==> src/hdl/rtnt_pkg.sv <==
`default_nettype none
package rtnt_pkg;

	localparam int unsigned RTNT_ENTRIES = 16;

	localparam int unsigned MODE_W   = 2;
	localparam int unsigned TIME_W   = 32;
	localparam int unsigned POINTS_W = 32;
	localparam int unsigned LEVEL_W  = 8;
	localparam int unsigned LINES_W  = 16;
	localparam int unsigned DATE_W   = 32;
	localparam int unsigned RANK_W   = 4;

	// Stored entry words: key in the top bits.
	localparam int unsigned TIME_WORD_W  = TIME_W + LEVEL_W + DATE_W;
	localparam int unsigned SCORE_WORD_W = POINTS_W + LEVEL_W + LINES_W + TIME_W + DATE_W;

	localparam logic [MODE_W-1:0] MODE_TIME  = 2'd0;
	localparam logic [MODE_W-1:0] MODE_SCORE = 2'd1;

	typedef enum logic [2:0] {
		ST_IDLE,
		ST_CHK_RD,
		ST_CHK_CMP,
		ST_STEP,
		ST_CMP,
		ST_FIN
	} state_t;

	typedef struct packed {
		logic [MODE_W-1:0]          mode;
		logic [TIME_W-1:0]          time_ms;
		logic signed [POINTS_W-1:0] points;
		logic [LEVEL_W-1:0]         level_reached;
		logic [LINES_W-1:0]         lines_done;
		logic [DATE_W-1:0]          date_stamp;
	} rec_t;

	typedef struct packed {
		logic rd;
		logic wr_time;
		logic wr_score;
		logic wr_shift;
	} mem_en_t;

endpackage
`default_nettype wire

==> src/hdl/rtnt_rec_if.sv <==
`default_nettype none
interface rtnt_rec_if;
	import rtnt_pkg::*;

	logic                       valid;
	logic                       ready;
	logic [MODE_W-1:0]          mode;
	logic                       run_complete;
	logic [TIME_W-1:0]          time_ms;
	logic signed [POINTS_W-1:0] points;
	logic [LEVEL_W-1:0]         level_reached;
	logic [LINES_W-1:0]         lines_done;
	logic [DATE_W-1:0]          date_stamp;

	modport source (
		output valid, mode, run_complete, time_ms, points, level_reached, lines_done,
			date_stamp,
		input  ready
	);
	modport sink (
		input  valid, mode, run_complete, time_ms, points, level_reached, lines_done,
			date_stamp,
		output ready
	);
endinterface
`default_nettype wire

==> src/hdl/rtnt_res_if.sv <==
`default_nettype none
interface rtnt_res_if;
	import rtnt_pkg::*;

	logic              valid;
	logic              ready;
	logic              accepted;
	logic [RANK_W-1:0] rank;

	modport source (output valid, accepted, rank, input ready);
	modport sink (input valid, accepted, rank, output ready);
endinterface
`default_nettype wire

==> src/hdl/rtnt_table_mem.sv <==
`default_nettype none
module rtnt_table_mem #(
	parameter int unsigned WORD_W = 72,
	parameter int unsigned DEPTH  = 16,
	parameter int unsigned AW     = 4
) (
	input  wire logic              clk,
	input  wire logic              we,
	input  wire logic [AW-1:0]     waddr,
	input  wire logic [WORD_W-1:0] wdata,
	input  wire logic              re,
	input  wire logic [AW-1:0]     raddr,
	output logic      [WORD_W-1:0] rdata
);
	logic [WORD_W-1:0] mem [DEPTH];

	always_ff @(posedge clk) begin
		if (we) begin
			mem[waddr] <= wdata;
		end
		if (re) begin
			rdata <= mem[raddr];
		end
	end
endmodule
`default_nettype wire

==> src/hdl/rtnt_ctrl.sv <==
`default_nettype none
module rtnt_ctrl #(
	parameter int unsigned N  = 16,
	parameter int unsigned AW = 4,
	parameter int unsigned CW = 5
) (
	input  wire logic                                 clk,
	input  wire logic                                 arst_n,
	rtnt_rec_if.sink                                  rec,
	rtnt_res_if.source                                res,
	input  wire logic [rtnt_pkg::TIME_W-1:0]          time_key,
	input  wire logic signed [rtnt_pkg::POINTS_W-1:0] score_key,
	output rtnt_pkg::rec_t                            rec_q,
	output rtnt_pkg::mem_en_t                         men,
	output logic      [AW-1:0]                        wr_addr,
	output logic      [AW-1:0]                        rd_addr
);
	import rtnt_pkg::*;

	localparam logic [AW-1:0] LAST = AW'(N - 1);
	localparam logic [CW-1:0] FULL = CW'(N);

	state_t            state_q, state_d;
	logic [CW-1:0]     time_count_q, score_count_q;
	logic [AW-1:0]     idx_q, pos_q;
	logic              acc_q;
	logic              res_valid_q, res_acc_q;
	logic [RANK_W-1:0] res_rank_q;

	logic [CW-1:0] in_count, act_count;
	logic          rec_ok, beats, out_free, wr_any, insert_done;

	always_comb begin
		in_count  = (rec.mode == MODE_TIME) ? time_count_q : score_count_q;
		act_count = (rec_q.mode == MODE_TIME) ? time_count_q : score_count_q;
		rec_ok    = ((rec.mode == MODE_TIME) && rec.run_complete) ||
			((rec.mode == MODE_SCORE) && (rec.points > 0));
		// Strict compare: on a tie the new item lands after the equal ones.
		beats     = (rec_q.mode == MODE_TIME) ? (rec_q.time_ms < time_key)
			: (rec_q.points > score_key);
		out_free  = !res_valid_q || res.ready;
	end

	// Next state
	always_comb begin
		state_d = state_q;
		case (state_q)
			ST_IDLE: begin
				if (rec.valid) begin
					if (!rec_ok) begin
						state_d = ST_FIN;
					end else if (in_count == FULL) begin
						state_d = ST_CHK_RD;
					end else begin
						state_d = ST_STEP;
					end
				end
			end
			ST_CHK_RD:  state_d = ST_CHK_CMP;
			ST_CHK_CMP: state_d = beats ? ST_STEP : ST_FIN;
			ST_STEP:    state_d = (idx_q == '0) ? ST_FIN : ST_CMP;
			ST_CMP:     state_d = beats ? ST_STEP : ST_FIN;
			ST_FIN:     state_d = out_free ? ST_IDLE : ST_FIN;
			default:    state_d = ST_IDLE;
		endcase
	end

	// Outputs: walk up from the bottom, moving each beaten entry down one slot.
	// A write at idx is followed by a read at idx-2, so accesses never collide.
	always_comb begin
		rec.ready    = (state_q == ST_IDLE);
		men.rd       = (state_q == ST_CHK_RD) || ((state_q == ST_STEP) && (idx_q != '0));
		rd_addr      = (state_q == ST_CHK_RD) ? LAST : AW'(idx_q - 1'b1);
		wr_any       = ((state_q == ST_STEP) && (idx_q == '0)) || (state_q == ST_CMP);
		men.wr_shift = (state_q == ST_CMP) && beats;
		men.wr_time  = wr_any && (rec_q.mode == MODE_TIME);
		men.wr_score = wr_any && (rec_q.mode == MODE_SCORE);
		wr_addr      = idx_q;
		insert_done  = wr_any && !men.wr_shift;
		res.valid    = res_valid_q;
		res.accepted = res_acc_q;
		res.rank     = res_rank_q;
	end

	always_ff @(posedge clk or negedge arst_n) begin
		if (!arst_n) begin
			state_q       <= ST_IDLE;
			time_count_q  <= '0;
			score_count_q <= '0;
			res_valid_q   <= 1'b0;
		end else begin
			state_q <= state_d;
			if (insert_done && (act_count != FULL)) begin
				if (rec_q.mode == MODE_TIME) begin
					time_count_q <= CW'(time_count_q + 1'b1);
				end else begin
					score_count_q <= CW'(score_count_q + 1'b1);
				end
			end
			if ((state_q == ST_FIN) && out_free) begin
				res_valid_q <= 1'b1;
			end else if (res.ready) begin
				res_valid_q <= 1'b0;
			end
		end
	end

	always_ff @(posedge clk) begin
		case (state_q)
			ST_IDLE: begin
				rec_q.mode          <= rec.mode;
				rec_q.time_ms       <= rec.time_ms;
				rec_q.points        <= rec.points;
				rec_q.level_reached <= rec.level_reached;
				rec_q.lines_done    <= rec.lines_done;
				rec_q.date_stamp    <= rec.date_stamp;
				acc_q               <= 1'b0;
				pos_q               <= '0;
				idx_q               <= (in_count == FULL) ? LAST : AW'(in_count);
			end
			ST_CMP: begin
				if (beats) begin
					idx_q <= AW'(idx_q - 1'b1);
				end
			end
			default: ;
		endcase
		if (insert_done) begin
			acc_q <= 1'b1;
			pos_q <= idx_q;
		end
		if ((state_q == ST_FIN) && out_free) begin
			res_acc_q  <= acc_q;
			res_rank_q <= RANK_W'(pos_q);
		end
	end
endmodule
`default_nettype wire

==> src/hdl/ranked_top_n_table_insert.sv <==
// Ranked top-N table insert.
// Channel rec carries one record: mode 0 goes to the time table (ascending
// time_ms), mode 1 to the score table (descending points); other modes, an
// incomplete timed run or a score that is not positive are rejected.
// Channel res returns one item per record: accepted and the rank it took
// (0 best, 0 when rejected). A full table drops its last entry on insert.
// Each table lives in one synchronous RAM; a record walks up from the
// bottom, one read-compare-write step (ST_STEP, ST_CMP) per entry that moves.
// The result is registered on leaving ST_FIN: a record rejected outright goes
// there straight from ST_IDLE, an inserted one after ST_STEP and ST_CMP for
// each entry moved, preceded by ST_CHK_RD and ST_CHK_CMP when the table is full.
// rec.ready rises with res.valid.
// One record is in work at a time; rec.ready is high only between records.
// The result sits in an output register, so a new record is taken while
// the receiver stalls; a finished record waits until that register frees.
// Reset empties both tables (counts cleared); no RAM clearing is needed
// since only entries below the count are ever read.
`default_nettype none
module ranked_top_n_table_insert #(
	parameter int unsigned TABLE_ENTRIES = rtnt_pkg::RTNT_ENTRIES
) (
	input  wire logic  clk,
	input  wire logic  arst_n,
	rtnt_rec_if.sink   rec,
	rtnt_res_if.source res
);
	import rtnt_pkg::*;

	localparam int unsigned AW = (TABLE_ENTRIES > 1) ? $clog2(TABLE_ENTRIES) : 1;
	localparam int unsigned CW = $clog2(TABLE_ENTRIES + 1);

	rec_t    rec_q;
	mem_en_t men;
	logic [AW-1:0] wr_addr, rd_addr;

	logic [TIME_WORD_W-1:0]  time_rdata, time_wdata;
	logic [SCORE_WORD_W-1:0] score_rdata, score_wdata;
	logic [TIME_W-1:0]          time_key;
	logic signed [POINTS_W-1:0] score_key;

	always_comb begin
		time_wdata  = men.wr_shift ? time_rdata
			: {rec_q.time_ms, rec_q.level_reached, rec_q.date_stamp};
		score_wdata = men.wr_shift ? score_rdata
			: {rec_q.points, rec_q.level_reached, rec_q.lines_done, rec_q.time_ms,
				rec_q.date_stamp};
		time_key  = time_rdata[TIME_WORD_W-1 -: TIME_W];
		score_key = $signed(score_rdata[SCORE_WORD_W-1 -: POINTS_W]);
	end

	rtnt_ctrl #(
		.N  (TABLE_ENTRIES),
		.AW (AW),
		.CW (CW)
	) u_ctrl (
		.clk       (clk),
		.arst_n    (arst_n),
		.rec       (rec),
		.res       (res),
		.time_key  (time_key),
		.score_key (score_key),
		.rec_q     (rec_q),
		.men       (men),
		.wr_addr   (wr_addr),
		.rd_addr   (rd_addr)
	);

	rtnt_table_mem #(
		.WORD_W (TIME_WORD_W),
		.DEPTH  (TABLE_ENTRIES),
		.AW     (AW)
	) u_time_mem (
		.clk   (clk),
		.we    (men.wr_time),
		.waddr (wr_addr),
		.wdata (time_wdata),
		.re    (men.rd),
		.raddr (rd_addr),
		.rdata (time_rdata)
	);

	rtnt_table_mem #(
		.WORD_W (SCORE_WORD_W),
		.DEPTH  (TABLE_ENTRIES),
		.AW     (AW)
	) u_score_mem (
		.clk   (clk),
		.we    (men.wr_score),
		.waddr (wr_addr),
		.wdata (score_wdata),
		.re    (men.rd),
		.raddr (rd_addr),
		.rdata (score_rdata)
	);
endmodule
`default_nettype wire

==> src/flat_wrapper.sv <==
// flat-port wrapper written by rule: the top's interface ports become plain ports
module ranked_top_n_table_insert_flat import rtnt_pkg::*;
#(
	parameter int unsigned TABLE_ENTRIES = rtnt_pkg::RTNT_ENTRIES
)
  (clk, arst_n, rec_valid, rec_mode, rec_run_complete, rec_time_ms, rec_points, rec_level_reached, rec_lines_done, rec_date_stamp, rec_ready, res_valid, res_accepted, res_rank, res_ready);
  rtnt_rec_if rec_i ();
  rtnt_res_if res_i ();
  input  wire logic clk;
  input  wire logic arst_n;
  input wire logic [$bits(rec_i.valid)-1:0] rec_valid;
  input wire logic [$bits(rec_i.mode)-1:0] rec_mode;
  input wire logic [$bits(rec_i.run_complete)-1:0] rec_run_complete;
  input wire logic [$bits(rec_i.time_ms)-1:0] rec_time_ms;
  input wire logic [$bits(rec_i.points)-1:0] rec_points;
  input wire logic [$bits(rec_i.level_reached)-1:0] rec_level_reached;
  input wire logic [$bits(rec_i.lines_done)-1:0] rec_lines_done;
  input wire logic [$bits(rec_i.date_stamp)-1:0] rec_date_stamp;
  output wire logic [$bits(rec_i.ready)-1:0] rec_ready;
  output wire logic [$bits(res_i.valid)-1:0] res_valid;
  output wire logic [$bits(res_i.accepted)-1:0] res_accepted;
  output wire logic [$bits(res_i.rank)-1:0] res_rank;
  input wire logic [$bits(res_i.ready)-1:0] res_ready;
  assign rec_i.valid = rec_valid;
  assign rec_i.mode = rec_mode;
  assign rec_i.run_complete = rec_run_complete;
  assign rec_i.time_ms = rec_time_ms;
  assign rec_i.points = rec_points;
  assign rec_i.level_reached = rec_level_reached;
  assign rec_i.lines_done = rec_lines_done;
  assign rec_i.date_stamp = rec_date_stamp;
  assign rec_ready = rec_i.ready;
  assign res_valid = res_i.valid;
  assign res_accepted = res_i.accepted;
  assign res_rank = res_i.rank;
  assign res_i.ready = res_ready;
  ranked_top_n_table_insert #(.TABLE_ENTRIES(TABLE_ENTRIES)) u_core (.clk(clk), .arst_n(arst_n), .rec(rec_i), .res(res_i));
endmodule
==> config.mk <==
export PLATFORM = sky130hd
export DESIGN_NAME = ranked_top_n_table_insert_flat
export DESIGN_NICKNAME = d
export VERILOG_FILES = /design/src/hdl/rtnt_pkg.sv /design/src/hdl/rtnt_rec_if.sv /design/src/hdl/rtnt_res_if.sv /design/src/hdl/rtnt_table_mem.sv /design/src/hdl/rtnt_ctrl.sv /design/src/hdl/ranked_top_n_table_insert.sv /design/src/flat_wrapper.sv
export SDC_FILE = /design/constraint.sdc
export NUM_CORES = 2
export LEC_CHECK = 0
export BUFFER_PORTS_ARGS = -buffer_cell sky130_fd_sc_hd__buf_2
export CAP_MARGIN = 20
export CORE_AREA = 2 2 459 575
export DETAILED_ROUTE_END_ITERATION = 10
export DIE_AREA = 0 0 461 577
export PLACE_DENSITY = 0.69
export SETUP_SLACK_MARGIN = 0.5
export SLEW_MARGIN = 30
export SYNTH_ARGS = -nofsm -noshare
export SYNTH_HDL_FRONTEND = slang
export SYNTH_HIERARCHICAL = 1
export SYNTH_SLANG_ARGS = --single-unit
==> constraint.sdc <==
create_clock -name clk -period 17 [get_ports clk]
set_input_delay 0.85 -clock clk [delete_from_list [all_inputs] [get_ports clk]]
set_output_delay 0.85 -clock clk [all_outputs]
set_load 0.02 [all_outputs]
==> results.md <==
- Status: finished clean
- Drt wl/cell: 17.9 microns
- Worst clock skew: 49.7 ps
- Die W: 461 microns
- Count of pins over their slew limit: 0
- Minimum clock period: 5270 ps
- Hold Crit Depth: 1
- Antenna viol nets, final: 0
- CTS clk-pin slew, worst paths: 60 ps
- Maximum clock path buffer count: 3
- Clk sinks: 1182
- Initial antenna violation count: 10
- Syn Area/Cell: 20.8 sq um
- CP Class: reg -> reg
- Vias in the first global route: 23107
- Number of buffers created by CTS: 107
- Area of the mapped netlist: 46600 sq um
- Post-Syn Nets: 2436
- P_int: 6.63 mW
- Setup crit start kind: flip-flop
- First-pass GRT wire length: 154000 microns
- Total track usage: 0.0778
- Total grt overflow: 0
- Fin nets: 2533
- Site Rows: 210
- CTS tree: built
- Max-cap violation count: 0
- RSZ-0062 raised after global routing: false
- Area grow syn2layout: 17.5%
- R2r setup slk: 11730 ps
- HPWL after DPL: 56500 microns
- Endpoint of the worst-slack reg-to-reg timing path: u_core/u_time_mem/mem[0][63]
- WP data arrival: 5700 ps
- Worst hold path class: in -> reg
- Layout cells sized above 1: 0.270
- WP data required: 17430 ps
- Reg2reg path depth: 9
- I/O Pins: 134
- Crit end category: flip-flop
- Synth Warn #: 6
- Chip Height: 577 microns
- Fillers: 27045
- Starting Density: 0.179
- Iteration-0 DRC Markers: 2114
- RD Place Congestion: 0.741
- TNS Setup: 0 ps
- Syn Inst Count: 2242
- WL final: 106000 microns
- DRC viols: 0
- Final period utilization: 0.310
- Combinational power share: 0.351
- Cell leakage power: 17.0 nW
- Fmax: 190 MHz
- P_sw: 3.32 mW
- CP Max Fanout: 34
- Port-buffer cells: 77
- Power per cell area: 182 nW/um^2
- H-tree depth: 3
- Post-DR vias/cell: 3.76
- Die ar.: 266000 sq um
- Setup Buffers After CTS: 0
- Worst ir drop on vdd: 0.194 mV
- Clk_lat worst skew: 750 ps
- Tightest Pin Transition: 974 ps
- Min-Delay Endpoint: u_core/u_ctrl/rec_q[105]
- First-pass DRT Iterations: 5
- Root Driver: clkbuf_16
- DR vias: 22290
- Post-CTS sizing: 0
- Sequential power share: 0.411
- Switch share: 0.334
- Largest net degree at the start of global routing: 100
- Final setup vio count: 0
- Placeable core area: 261000 sq um
- Slew headroom: 0.351
- Total power: 9.95 mW
- Clock power share: 0.238
- Hold Crit Start: rec_time_ms[17]
- Worst reg2reg startpoint: u_core/u_ctrl/rec_q[89]
- Final Hold Fails: 0
sequential cells by signal (all words and copies together) (netlist names):
name / count
u_core/u_ctrl/pos_q: 4
u_core/u_ctrl/score_count_q: 5
u_core/u_ctrl/state_q: 3
u_core/u_ctrl/acc_q: 1
u_core/u_score_mem/rdata: 32
u_core/u_time_mem/rdata: 32
u_core/u_ctrl/res.valid: 1
u_core/u_ctrl/time_count_q: 5
u_core/u_ctrl/rec_q: 66
u_core/u_time_mem/mem: 512
u_core/u_ctrl/res.rank: 4
u_core/u_ctrl/wr_addr: 4
u_core/u_ctrl/res.accepted: 1
u_core/u_score_mem/mem: 512
metal layers:
metal / track usage / up-vias / share of wire
met5: 0 / - / 0
met4: 0.0212 / 0 / 0.023
met3: 0.0151 / 161 / 0.065
met2: 0.132 / 811 / 0.50
met1: 0.100 / 11900 / 0.42
li1: - / 9418 / -
power groups by stage:
stage | Combinational (mW) | Sequential [mW] | Clock [mW]
global route | 3.80 | 4.11 | 2.53
finish | 3.49 | 4.09 | 2.37
global placement | 3.44 | 4.15 | 0
detailed placement | 3.52 | 4.15 | 0
floorplan | 2.60 | 4.08 | 0
CTS | 3.54 | 4.09 | 2.43
how the worst max path moves through the flow:
stage,from,to,slack [ps],cells past startpoint
finish,u_core/u_ctrl/rec_q[89],u_core/u_time_mem/mem[0][63],11730,9
global route,u_core/u_time_mem/rdata[41],u_core/u_time_mem/mem[4][62],11680,10
CTS,u_core/u_ctrl/rec_q[89],u_core/u_time_mem/mem[12][48],11690,9
detailed placement,u_core/u_ctrl/rec_q[89],u_core/u_time_mem/mem[14][48],11700,9
global placement,u_core/u_ctrl/rec_q[89],u_core/u_time_mem/mem[4][63],11710,9
floorplan,u_core/u_ctrl/wr_addr[0],u_core/u_score_mem/rdata[100],10690,4
stage by stage:
step / util / instance area, sq um / std cells / setup WS, ps / hold WS, ps
final: 0.210 / 54800 / 5926 / 11730 / 287
after global routing: 0.210 / 54800 / 5923 / 11680 / 243
after CTS: 0.210 / 54800 / 5921 / 11690 / 226
after detailed placement: 0.197 / 51300 / 5727 / 11700 / 405
after global placement: 0.197 / 51300 / 5725 / 11710 / 409
after floorplan: - / 46600 / 2242 / 10690 / 400
placed cells by master (no fill, tap or decap), types with 4 or more instances in the layout:
master,count
buf_2,77
nor3_1,9
buf_4,48
clkinv_1,25
and3_1,6
nand2b_1,12
nor2_1,19
diode_2,5
and2_1,5
nand3b_1,7
edfxtp_1,1167
nor4_1,11
a21o_1,10
a22oi_1,128
xor2_1,8
nor2b_4,4
mux4_2,256
nand4_1,14
nand2_1,84
mux2i_1,4
inv_1,67
ha_1,67
clkinvlp_4,4
mux2_2,65
clkinv_2,16
nand3_1,10
dfrtp_1,14
bufinv_16,9
clkbuf_16,108
a21oi_1,26
nor2_4,26
clkbuf_1,21
nor3_2,8
o21ai_0,13
nor2b_1,6
area by class of cell:
class                           instances  area [sq um]  share of cell area
Antenna cell                            5          12.5            0.000228
Timing Repair Buffer                  131           862              0.0157
Sequential cell                      1182         35400               0.646
Tap cell                             3498          4380              0.0799
Clock inverter                         64           637              0.0116
Inverter                               68           258             0.00470
Clock buffer                          129          2780              0.0508
Multi-Input combinational cell        849         10400               0.191
what timing repair did:
item                                    CTS  global route
endpoints found under the setup margin    0             0
hold buffers                              1             0
endpoints found under the hold margin    14             0
worst max-delay path, cell delays in order, from the launching register on:
cell       delay, ps
edfxtp_1         390
ha_1             300
a2111oi_0        720
nor4_1           230
a211oi_1         700
o211ai_2         430
o21ai_1          340
and2_4           630
buf_4            620
mux2_2           540
No activity file was read; power rests on OpenSTA's default activity.
